==> config.mk <==
export PLATFORM = sky130hd
export DESIGN_NAME = strand_position_pileup_window
export DESIGN_NICKNAME = d
export VERILOG_FILES = /design/src/spw_pkg.sv /design/src/spw_ctrl.sv /design/src/spw_dpath.sv /design/src/strand_position_pileup_window.sv
export SDC_FILE = /design/constraint.sdc
export NUM_CORES = 2
export LEC_CHECK = 0
export ABC_CLOCK_PERIOD_IN_PS = 11900
export BUFFER_PORTS_ARGS = -buffer_cell sky130_fd_sc_hd__clkbuf_2
export CAP_MARGIN = 10
export CELL_PAD_IN_SITES_DETAIL_PLACEMENT = 0
export CELL_PAD_IN_SITES_GLOBAL_PLACEMENT = 1
export CORE_MARGIN = 5
export CORE_UTILIZATION = 45
export CTS_CLUSTER_SIZE = 10
export DETAILED_ROUTE_END_ITERATION = 8
export GPL_ROUTABILITY_DRIVEN = 0
export PLACE_DENSITY = 0.79
export RECOVER_POWER = 25
export SYNTH_ARGS = -nofsm -noshare
export SYNTH_HDL_FRONTEND = slang
export SYNTH_SLANG_ARGS = --single-unit
==> constraint.sdc <==
create_clock -name clk -period 11.9 [get_ports clk]
set_input_delay 1.785 -clock clk [delete_from_list [all_inputs] [get_ports clk]]
set_output_delay 1.785 -clock clk [all_outputs]
set_load 0.01 [all_outputs]
==> src/spw_pkg.sv <==
// Package for the strand position pileup window: sizes, codes, command and status types.
package spw_pkg;

  localparam int WINDOW_DEPTH = 64;
  localparam int IDX_W        = $clog2(WINDOW_DEPTH);
  localparam int OFF_W        = IDX_W + 1;
  localparam int COUNT_BITS   = 16;
  localparam int WORD_W       = 2 * COUNT_BITS;
  localparam int CHROM_W      = 16;
  localparam int POS_W        = 31;
  localparam int HEAD_W       = 32;
  localparam int RLEN_W       = 7;
  localparam int OUT_CNT_W    = 16;

  localparam logic [RLEN_W-1:0]     RLEN_RESET = 7'd36;
  localparam logic [COUNT_BITS-1:0] COUNT_MAX  = '1;

  // What a decoded item asks of the window.
  typedef enum logic [2:0] {
    KIND_EOS,
    KIND_NEWCHROM,
    KIND_OPEN,
    KIND_DROP,
    KIND_ADVANCE,
    KIND_COUNT
  } kind_t;

  typedef enum logic [2:0] {
    ST_IDLE,
    ST_DECODE,
    ST_FLUSH,
    ST_FLUSH_RD,
    ST_DROP,
    ST_COUNT_RD,
    ST_COUNT_WR
  } state_t;

  typedef struct packed {
    logic capture;
    logic decode;
    logic walk_step;
    logic slot_read;
    logic slot_emit;
    logic drop_emit;
    logic open_win;
    logic advance;
    logic finish;
    logic count_read;
    logic count_write;
  } cmd_t;

  typedef struct packed {
    kind_t kind_now;
    kind_t kind_q;
    logic  rem_any;
    logic  slot_valid;
    logic  out_free;
  } stat_t;

  // Effective read length minus one, with the length held to 1..WINDOW_DEPTH.
  function automatic logic [IDX_W-1:0] len_minus_one(input logic [RLEN_W-1:0] rl);
    logic [RLEN_W-1:0] l;
    l = rl;
    if (l == '0) l = RLEN_W'(1);
    if (l > RLEN_W'(WINDOW_DEPTH)) l = RLEN_W'(WINDOW_DEPTH);
    return IDX_W'(l - RLEN_W'(1));
  endfunction

  // Saturate a stored count to the width of the result field.
  function automatic logic [OUT_CNT_W-1:0] clip_count(input logic [COUNT_BITS-1:0] v);
    logic [COUNT_BITS+OUT_CNT_W-1:0] w;
    w = (COUNT_BITS + OUT_CNT_W)'(v);
    if (w > (COUNT_BITS + OUT_CNT_W)'({OUT_CNT_W{1'b1}})) return '1;
    return w[OUT_CNT_W-1:0];
  endfunction

endpackage

==> src/spw_ctrl.sv <==
// Controller state machine for the strand position pileup window.
module spw_ctrl (
  input  logic           clk,
  input  logic           rst_n,
  input  logic           in_valid,
  output logic           in_ready,
  input  spw_pkg::stat_t stat,
  output spw_pkg::cmd_t  cmd
);
  import spw_pkg::*;

  state_t state_r;
  state_t state_nxt;

  always_ff @(posedge clk) begin
    if (!rst_n) begin
      state_r <= ST_IDLE;
    end else begin
      state_r <= state_nxt;
    end
  end

  assign in_ready = (state_r == ST_IDLE);

  always_comb begin
    state_nxt = state_r;
    cmd       = '0;
    case (state_r)
      ST_IDLE: begin
        if (in_valid) begin
          cmd.capture = 1'b1;
          state_nxt   = ST_DECODE;
        end
      end
      ST_DECODE: begin
        cmd.decode = 1'b1;
        case (stat.kind_now)
          KIND_EOS, KIND_NEWCHROM, KIND_ADVANCE: state_nxt = ST_FLUSH;
          KIND_OPEN: begin
            cmd.open_win = 1'b1;
            state_nxt    = ST_COUNT_RD;
          end
          KIND_DROP:  state_nxt = ST_DROP;
          KIND_COUNT: state_nxt = ST_COUNT_RD;
          default:    state_nxt = ST_IDLE;
        endcase
      end
      ST_FLUSH: begin
        if (!stat.rem_any) begin
          // Nothing left to report in the range: apply the window update.
          case (stat.kind_q)
            KIND_EOS: begin
              cmd.finish = 1'b1;
              state_nxt  = ST_IDLE;
            end
            KIND_NEWCHROM: begin
              cmd.open_win = 1'b1;
              state_nxt    = ST_COUNT_RD;
            end
            KIND_ADVANCE: begin
              cmd.advance = 1'b1;
              state_nxt   = ST_COUNT_RD;
            end
            default: state_nxt = ST_IDLE;
          endcase
        end else if (stat.slot_valid) begin
          cmd.slot_read = 1'b1;
          state_nxt     = ST_FLUSH_RD;
        end else begin
          cmd.walk_step = 1'b1;
        end
      end
      ST_FLUSH_RD: begin
        if (stat.out_free) begin
          cmd.slot_emit = 1'b1;
          state_nxt     = ST_FLUSH;
        end
      end
      ST_DROP: begin
        if (stat.out_free) begin
          cmd.drop_emit = 1'b1;
          state_nxt     = ST_IDLE;
        end
      end
      ST_COUNT_RD: begin
        cmd.count_read = 1'b1;
        state_nxt      = ST_COUNT_WR;
      end
      ST_COUNT_WR: begin
        cmd.count_write = 1'b1;
        state_nxt       = ST_IDLE;
      end
      default: state_nxt = ST_IDLE;
    endcase
  end

`ifndef SYNTHESIS
  a_capture_decodes: assert property (@(posedge clk) disable iff (!rst_n)
    cmd.capture |=> state_r == ST_DECODE)
    else $error("accepted item was not decoded next");

  a_emit_after_read: assert property (@(posedge clk) disable iff (!rst_n)
    cmd.slot_emit |-> $past(cmd.slot_read) || $past(state_r) == ST_FLUSH_RD)
    else $error("slot emitted without a read");
`endif

endmodule

==> src/spw_dpath.sv <==
// Datapath for the strand position pileup window: window state, count memory, result register.
module spw_dpath (
  input  logic                           clk,
  input  logic                           rst_n,
  input  spw_pkg::cmd_t                  cmd,
  output spw_pkg::stat_t                 stat,
  input  logic                           cfg_we,
  input  logic [spw_pkg::RLEN_W-1:0]     cfg_wdata,
  input  logic [spw_pkg::CHROM_W-1:0]    in_chromosome,
  input  logic [spw_pkg::POS_W-1:0]      in_start_position,
  input  logic                           in_reverse_strand,
  input  logic                           in_end_of_stream,
  output logic                           out_valid,
  input  logic                           out_ready,
  output logic [spw_pkg::CHROM_W-1:0]    out_chromosome,
  output logic [spw_pkg::POS_W-1:0]      out_position,
  output logic [spw_pkg::OUT_CNT_W-1:0]  out_plus_count,
  output logic [spw_pkg::OUT_CNT_W-1:0]  out_minus_count,
  output logic                           out_dropped,
  output logic                           out_last
);
  import spw_pkg::*;

  // Configuration.
  logic [RLEN_W-1:0] rlen_r;

  // Captured item.
  logic [CHROM_W-1:0]       chrom_in_r;
  logic [POS_W-1:0]         start_r;
  logic                     rev_r;
  logic                     eos_r;
  logic [HEAD_W-1:0]        pos5_r;
  logic signed [HEAD_W:0]   nh_r;

  // Window state.
  logic [CHROM_W-1:0]       act_chrom_r;
  logic [HEAD_W-1:0]        head_r;
  logic [IDX_W-1:0]         base_r;
  logic                     started_r;
  logic [WINDOW_DEPTH-1:0]  valid_r;

  // Decode results and walk.
  kind_t                    kind_r;
  logic [OFF_W-1:0]         cnt_r;
  logic [IDX_W-1:0]         shift_r;
  logic [OFF_W-1:0]         walk_off_r;

  // Count memory.
  logic [WORD_W-1:0]        mem [WINDOW_DEPTH];
  logic [WORD_W-1:0]        rdata_r;

  // Result register.
  logic                     out_valid_r;
  logic                     out_valid_nxt;
  logic [CHROM_W-1:0]       out_chrom_r;
  logic [POS_W-1:0]         out_pos_r;
  logic [OUT_CNT_W-1:0]     out_plus_r;
  logic [OUT_CNT_W-1:0]     out_minus_r;
  logic                     out_drop_r;
  logic                     out_last_r;

  logic [IDX_W-1:0]         lenm1;
  logic [HEAD_W-1:0]        pos5_in;
  logic signed [HEAD_W:0]   nh_in;
  logic                     behind;
  logic                     ahead;
  logic [HEAD_W-1:0]        shift;
  logic [OFF_W-1:0]         cnt_now;
  kind_t                    kind_now;
  logic [IDX_W-1:0]         walk_idx;
  logic [IDX_W-1:0]         cnt_idx;
  logic [WINDOW_DEPTH-1:0]  rot;
  logic [WINDOW_DEPTH-1:0]  rem;
  logic [WINDOW_DEPTH-1:0]  more;
  logic [HEAD_W-1:0]        emit_pos;
  logic [IDX_W-1:0]         mem_raddr;
  logic                     mem_re;
  logic [WORD_W-1:0]        old_word;
  logic [COUNT_BITS-1:0]    old_plus;
  logic [COUNT_BITS-1:0]    old_minus;
  logic [COUNT_BITS-1:0]    new_plus;
  logic [COUNT_BITS-1:0]    new_minus;
  logic                     out_free;

  always_ff @(posedge clk) begin
    if (!rst_n) begin
      rlen_r <= RLEN_RESET;
    end else if (cfg_we) begin
      rlen_r <= cfg_wdata;
    end
  end

  // The 5' end and the head that would just fit it are formed while the item is taken.
  assign lenm1   = len_minus_one(rlen_r);
  assign pos5_in = {1'b0, in_start_position} + (in_reverse_strand ? HEAD_W'(lenm1) : '0);
  assign nh_in   = in_reverse_strand ? $signed({2'b00, in_start_position})
                 : $signed({2'b00, in_start_position} - (HEAD_W + 1)'(lenm1));

  always_ff @(posedge clk) begin
    if (cmd.capture) begin
      chrom_in_r <= in_chromosome;
      start_r    <= in_start_position;
      rev_r      <= in_reverse_strand;
      eos_r      <= in_end_of_stream;
      pos5_r     <= pos5_in;
      nh_r       <= nh_in;
    end
  end

  assign behind  = pos5_r < head_r;
  assign ahead   = nh_r > $signed({1'b0, head_r});
  assign shift   = nh_r[HEAD_W-1:0] - head_r;
  assign cnt_now = (|shift[HEAD_W-1:IDX_W]) ? OFF_W'(WINDOW_DEPTH)
                                            : {1'b0, shift[IDX_W-1:0]};

  always_comb begin
    if (eos_r)                                    kind_now = KIND_EOS;
    else if (started_r && chrom_in_r != act_chrom_r) kind_now = KIND_NEWCHROM;
    else if (!started_r)                          kind_now = KIND_OPEN;
    else if (behind)                              kind_now = KIND_DROP;
    else if (ahead)                               kind_now = KIND_ADVANCE;
    else                                          kind_now = KIND_COUNT;
  end

  always_ff @(posedge clk) begin
    if (!rst_n) begin
      kind_r     <= KIND_COUNT;
      cnt_r      <= '0;
      shift_r    <= '0;
      walk_off_r <= '0;
    end else begin
      if (cmd.decode) begin
        kind_r     <= kind_now;
        cnt_r      <= (kind_now == KIND_ADVANCE) ? cnt_now : OFF_W'(WINDOW_DEPTH);
        shift_r    <= shift[IDX_W-1:0];
        walk_off_r <= '0;
      end else if (cmd.walk_step || cmd.slot_emit) begin
        walk_off_r <= walk_off_r + OFF_W'(1);
      end
    end
  end

  assign walk_idx = base_r + walk_off_r[IDX_W-1:0];
  assign cnt_idx  = base_r + pos5_r[IDX_W-1:0] - head_r[IDX_W-1:0];

  // Valid bits seen from the head, and what is still to report in the walk range.
  always_comb begin
    for (int j = 0; j < WINDOW_DEPTH; j++) begin
      rot[j]  = valid_r[base_r + IDX_W'(j)];
      rem[j]  = rot[j] && (OFF_W'(j) >= walk_off_r) && (OFF_W'(j) < cnt_r);
      more[j] = rot[j] && (OFF_W'(j) > walk_off_r) && (OFF_W'(j) < cnt_r);
    end
  end

  always_ff @(posedge clk) begin
    if (!rst_n) begin
      act_chrom_r <= '0;
      head_r      <= '0;
      base_r      <= '0;
      started_r   <= 1'b0;
    end else begin
      if (cmd.open_win) begin
        act_chrom_r <= chrom_in_r;
        head_r      <= {1'b0, start_r};
        base_r      <= '0;
        started_r   <= 1'b1;
      end else if (cmd.advance) begin
        head_r <= nh_r[HEAD_W-1:0];
        base_r <= base_r + shift_r;
      end else if (cmd.finish) begin
        base_r    <= '0;
        started_r <= 1'b0;
      end
    end
  end

  always_ff @(posedge clk) begin
    if (!rst_n) begin
      valid_r <= '0;
    end else if (cmd.count_write) begin
      valid_r[cnt_idx] <= 1'b1;
    end else if (cmd.slot_emit) begin
      valid_r[walk_idx] <= 1'b0;
    end
  end

  assign mem_re    = cmd.count_read || cmd.slot_read;
  assign mem_raddr = cmd.count_read ? cnt_idx : walk_idx;

  // A slot that is not valid holds zero counts whatever the memory says.
  assign old_word  = valid_r[cnt_idx] ? rdata_r : '0;
  assign old_plus  = old_word[WORD_W-1:COUNT_BITS];
  assign old_minus = old_word[COUNT_BITS-1:0];
  assign new_plus  = (!rev_r && old_plus != COUNT_MAX) ? old_plus + COUNT_BITS'(1) : old_plus;
  assign new_minus = (rev_r && old_minus != COUNT_MAX) ? old_minus + COUNT_BITS'(1)
                                                      : old_minus;

  always_ff @(posedge clk) begin
    if (mem_re) begin
      rdata_r <= mem[mem_raddr];
    end
    if (cmd.count_write) begin
      mem[cnt_idx] <= {new_plus, new_minus};
    end
  end

  assign out_free      = !out_valid_r || out_ready;
  assign emit_pos      = head_r + HEAD_W'(walk_off_r);
  assign out_valid_nxt = (cmd.slot_emit || cmd.drop_emit) ? 1'b1
                       : (out_ready ? 1'b0 : out_valid_r);

  always_ff @(posedge clk) begin
    if (!rst_n) begin
      out_valid_r <= 1'b0;
    end else begin
      out_valid_r <= out_valid_nxt;
    end
  end

  always_ff @(posedge clk) begin
    if (cmd.slot_emit) begin
      out_chrom_r <= act_chrom_r;
      out_pos_r   <= emit_pos[POS_W-1:0];
      out_plus_r  <= clip_count(rdata_r[WORD_W-1:COUNT_BITS]);
      out_minus_r <= clip_count(rdata_r[COUNT_BITS-1:0]);
      out_drop_r  <= 1'b0;
      out_last_r  <= ~|more;
    end else if (cmd.drop_emit) begin
      out_chrom_r <= chrom_in_r;
      out_pos_r   <= pos5_r[POS_W-1:0];
      out_plus_r  <= '0;
      out_minus_r <= '0;
      out_drop_r  <= 1'b1;
      out_last_r  <= 1'b1;
    end
  end

  assign stat.kind_now   = kind_now;
  assign stat.kind_q     = kind_r;
  assign stat.rem_any    = |rem;
  assign stat.slot_valid = valid_r[walk_idx];
  assign stat.out_free   = out_free;

  assign out_valid       = out_valid_r;
  assign out_chromosome  = out_chrom_r;
  assign out_position    = out_pos_r;
  assign out_plus_count  = out_plus_r;
  assign out_minus_count = out_minus_r;
  assign out_dropped     = out_drop_r;
  assign out_last        = out_last_r;

`ifndef SYNTHESIS
  a_drop_shape: assert property (@(posedge clk) disable iff (!rst_n)
    out_valid_r && out_drop_r |-> out_last_r && out_plus_r == '0 && out_minus_r == '0)
    else $error("dropped result is not a lone empty result");

  a_emit_valid_slot: assert property (@(posedge clk) disable iff (!rst_n)
    cmd.slot_emit |-> valid_r[walk_idx])
    else $error("emitted a slot that holds no count");

  a_count_in_window: assert property (@(posedge clk) disable iff (!rst_n)
    cmd.count_write |-> started_r && !eos_r)
    else $error("count written outside an open window");
`endif

endmodule

==> src/strand_position_pileup_window.sv <==
// Top level of the strand position pileup window.
//
// This block takes a coordinate-sorted stream of alignments and counts their 5' ends per
// strand in a window of read_length positions (1 to 64), reporting each position that
// leaves the window with a nonzero count, in ascending order, with saturating plus and
// minus counts. A forward read's 5' end is its start; a reverse read's is start plus
// read_length minus 1. A read whose 5' end is on the chromosome in use and past the
// window moves the head forward; a new chromosome or an end-of-stream item reports the
// whole window. A read that falls behind the head is not counted and gives a single
// result with dropped and last set. The final result caused by one input carries last.
// An input that only adds a count passes through accept, decode, memory read and memory
// write before the next transfer is taken. An item that moves the window walks the slots
// it retires one by one and reads each stored position out before reporting it; the
// walk stops early once no stored count is left in its range. The count memory is
// single-port and serves one slot per cycle. A finished result waits in an output
// register, so the walk continues while the downstream side is ready and pauses only
// while a result is still held. The user must write read_length through cfg_we and
// cfg_wdata only while the block is idle; the block itself does not enforce it. Its
// reset value is 36.
module strand_position_pileup_window (
  input  logic                           clk,
  input  logic                           rst_n,
  input  logic                           cfg_we,
  input  logic [spw_pkg::RLEN_W-1:0]     cfg_wdata,
  input  logic                           in_valid,
  output logic                           in_ready,
  input  logic [spw_pkg::CHROM_W-1:0]    in_chromosome,
  input  logic [spw_pkg::POS_W-1:0]      in_start_position,
  input  logic                           in_reverse_strand,
  input  logic                           in_end_of_stream,
  output logic                           out_valid,
  input  logic                           out_ready,
  output logic [spw_pkg::CHROM_W-1:0]    out_chromosome,
  output logic [spw_pkg::POS_W-1:0]      out_position,
  output logic [spw_pkg::OUT_CNT_W-1:0]  out_plus_count,
  output logic [spw_pkg::OUT_CNT_W-1:0]  out_minus_count,
  output logic                           out_dropped,
  output logic                           out_last
);
  import spw_pkg::*;

  // Commands flow from the controller to the datapath, status flows back.
  cmd_t  cmd;
  stat_t stat;

  // The controller takes a transfer through decode, window walk, drop and count update.
  spw_ctrl u_ctrl (
    .clk      (clk),
    .rst_n    (rst_n),
    .in_valid (in_valid),
    .in_ready (in_ready),
    .stat     (stat),
    .cmd      (cmd)
  );

  // The datapath holds the window, the count memory and the result register.
  spw_dpath u_dpath (
    .clk               (clk),
    .rst_n             (rst_n),
    .cmd               (cmd),
    .stat              (stat),
    .cfg_we            (cfg_we),
    .cfg_wdata         (cfg_wdata),
    .in_chromosome     (in_chromosome),
    .in_start_position (in_start_position),
    .in_reverse_strand (in_reverse_strand),
    .in_end_of_stream  (in_end_of_stream),
    .out_valid         (out_valid),
    .out_ready         (out_ready),
    .out_chromosome    (out_chromosome),
    .out_position      (out_position),
    .out_plus_count    (out_plus_count),
    .out_minus_count   (out_minus_count),
    .out_dropped       (out_dropped),
    .out_last          (out_last)
  );

endmodule
==> impl_metrics.json <==
{
  "holdWs_ns": 0.464,
  "remaining_drc_errors": 1,
  "fmax_mhz": 102,
  "required_ns": 12.60,
  "end_kind": "flip-flop",
  "via_per_inst": 6.41,
  "finalPower_mw": 23.5,
  "area.growth.synth_to_final_pct": 10.9,
  "cap_violations": 37,
  "synthesis.area_um2": 113000,
  "worstPathArrival_ns": 10.48,
  "slowest_delay_ns": 1.43,
  "tightest_slew_ns": 4.18,
  "clock_latency_ns": 0.97,
  "final_nets": 9731,
  "hold_buffers": 0,
  "synth_fp_nets": 9737,
  "cts-root-buf": "clkbuf_16",
  "ys_top_cells_by_area": "edfxtp_1, nand2_1, mux4_2, a311oi_1, nand3_1",
  "place_inst": 12600,
  "place_hpwl_um": 197000,
  "syn_area_per_cell_um2": 11.8,
  "design_area_um2": 125000,
  "via_count": 83100,
  "totalWireLength_um": 364000,
  "p_leak_nw": 42.8,
  "grt_pass1_vias": 78600,
  "path_cells": "inv_1 > fa_1 > inv_1 > fa_1 > xor2_1 > mux4_2 > o21ai_0 > and2_1 > a211o_1 > mux4_4 > or2_2 > inv_1 > ha_1 > nand4_1 > nor3_1 > nor2b_1 > nor2_1 > nand4_1 > o21ai_0 > a21oi_4 > buf_4",
  "cpMostUsedCell": "inv_1",
  "worstPathMaxFanout": 34,
  "ctsHtreeMaxLevel": 5,
  "grt_pass1_wl_um": 529000,
  "synth_top_area_cell": "edfxtp_1",
  "start_kind": "flip-flop",
  "rsz0062_at_grt": "no",
  "io_pins": 144,
  "ys_seq_elements": 2427,
  "synth.top_cell.area_share_pct": 60.4,
  "hp-class": "flip-flop to flip-flop",
  "status": "finished, violations left",
  "synth_cells": 9542,
  "yosys-top-cells-count": "nand2_1, edfxtp_1, nand3_1",
  "antenna_found_initial": 12,
  "yosysMostFrequentCell": "nand2_1",
  "setup_violations": 0,
  "setup_tns_ns": 0,
  "post-route-util_pct": 50.0,
  "drt-wirelength-per-cell_um": 28.1,
  "firstDrtPassIters": 9,
  "fp.dieW_um": 511,
  "yosysWarnings": 0,
  "cts_tree": "yes",
  "fin_ws_ns": 2.12,
  "synth-seq-area-share_pct": 63.2,
  "gr-usage-all-layers_pct": 26.8,
  "ys.flop_type": "edfxtp_1",
  "ctsResizeCount": 0,
  "layout-drive-gt1-share_pct": 9.30,
  "maxSlewHeadroom_pct": -179,
  "fin_crit_sh_pct": 82.2,
  "hold_violations": 0,
  "num_rows": 184,
  "final_max_slew_viol_count": 1349,
  "drt_iter0_markers": 12500,
  "final_cells": 13000,
  "path_delay_family": "simple AND/OR/NAND/NOR gates",
  "start_util_pct": 45.1,
  "path_class": "flip-flop to flip-flop",
  "placed_area_um2": 117000,
  "cts_sinks": 2427,
  "p_per_area_nw_per_um2": 188,
  "synthArstFlopShare_pct": 0,
  "fin_skew_ns": 0.116,
  "crit_buf_inv": 4,
  "slowest_stage": "xor2_1",
  "failed_checks": "design-rule violations, max-capacitance violations, max-slew violations",
  "cts_setup_buffers": 0,
  "cts.path.max_buffers": 4,
  "numCtsBuffers": 296,
  "fin_crit_ns": 9.78,
  "die_y_um": 511,
  "synth.distinct_cells": 83,
  "coreArea_um2": 250000,
  "grt_max_degree": 154,
  "ir_worst_vdd_uv": 231,
  "synth_edf_count": 2273,
  "pre_cts_slack_ns": 3.44,
  "ant_nets": 0,
  "path_clk_slew_ns": 0.06,
  "grt.overflow.total": 0,
  "port_buffers": 143,
  "die_area_um2": 261000
}
==> logic make-up (layout without fill, tap and decap cells) <==
| group | count (synthesis) | in the layout | synth area share (%) |
|---|---|---|---|
| and+or+nand+nor | 3972 | 3972 | 15.4 |
| DFF | 2427 | 2427 | 63.2 |
| AOI/OAI and AO/OA | 1574 | 1574 | 9.70 |
| buffers and inverters | 850 | 916 | 2.92 |
| muxes | 373 | 373 | 5.58 |
| xor gates and xnor gates | 212 | 212 | 1.64 |
| adders and majority gates | 134 | 134 | 1.56 |
| other | 0 | 10 | 0 |
==> cells in the final DEF (no fill, tap or decap), types with 139 or more instances in the layout <==
cell	synthesis	final
a21oi_1	353	341
a311oi_1	388	388
a31oi_1	155	155
and3_1	321	321
buf_4	3	167
clkbuf_1	570	203
clkbuf_16	0	298
dfxtp_1	154	151
edfxtp_1	2273	2273
mux2i_1	141	139
mux4_2	202	201
nand2_1	2417	2416
nand3_1	659	659
nor2_1	237	220
o21ai_0	230	229
xnor2_1	149	141
==> state kept, by name (all words and copies together) (netlist names), 16 cells and up <==
signal / cells
u_dpath.mem: 2048
u_dpath.valid_r: 64
u_dpath.head_r: 32
u_dpath.nh_r: 32
u_dpath.pos5_r: 32
u_dpath.rdata_r: 32
u_dpath.out_position: 31
u_dpath.start_r: 31
u_dpath.act_chrom_r: 16
u_dpath.chrom_in_r: 16
u_dpath.out_chromosome: 16
u_dpath.out_minus_count: 16
u_dpath.out_plus_count: 16
==> metal layers <==
| metal | global-route usage, % | vias up | routed length, um |
|---|---|---|---|
| li1 | - | 35500 | - |
| met1 | 36.6 | 41100 | 140000 |
| met2 | 40.6 | 5298 | 162000 |
| met3 | 6.40 | 1161 | 42500 |
| met4 | 12.5 | 8 | 20100 |
| met5 | 0 | - | 67 |
==> area by class of cell <==
class,instances,area [um^2]
fill,21500,125000
clock inverter,20,206
antenna,10,25.0
sequential,2427,71300
tap,3348,4190
clock buffer,350,7660
timing repair buffer,359,2290
inverter,187,724
multi-input combinational,6265,38700
==> path summary, 6_finish.rpt <==
| path | start | endpoint | slack [ns] | cells after the start |
|---|---|---|---|---|
| max | u_dpath.base_r[1] | u_dpath.mem[8][23] | 2.12 | 21 |
| min | u_dpath.kind_r[1] | u_dpath.kind_r[1] | 0.46 | 2 |
| max reg2reg | u_dpath.base_r[1] | u_dpath.mem[8][23] | 2.12 | 21 |
| min reg2reg | u_dpath.kind_r[1] | u_dpath.kind_r[1] | 0.46 | 2 |
==> power breakdown <==
group | total [mW] | switching (mW) | internal, mW
registers | 11.6 | 0.0989 | 11.5
logic | 4.16 | 3.29 | 0.868
clock network | 7.72 | 3.22 | 4.50
total | 23.5 | 6.61 | 16.9
==> worst min-delay path: stages, from the launching register on <==
cell and delay (ns):
dfxtp_1 0.31, nand2_1 0.06, a21oi_1 0.05
(Power assumes the default switching activity.)
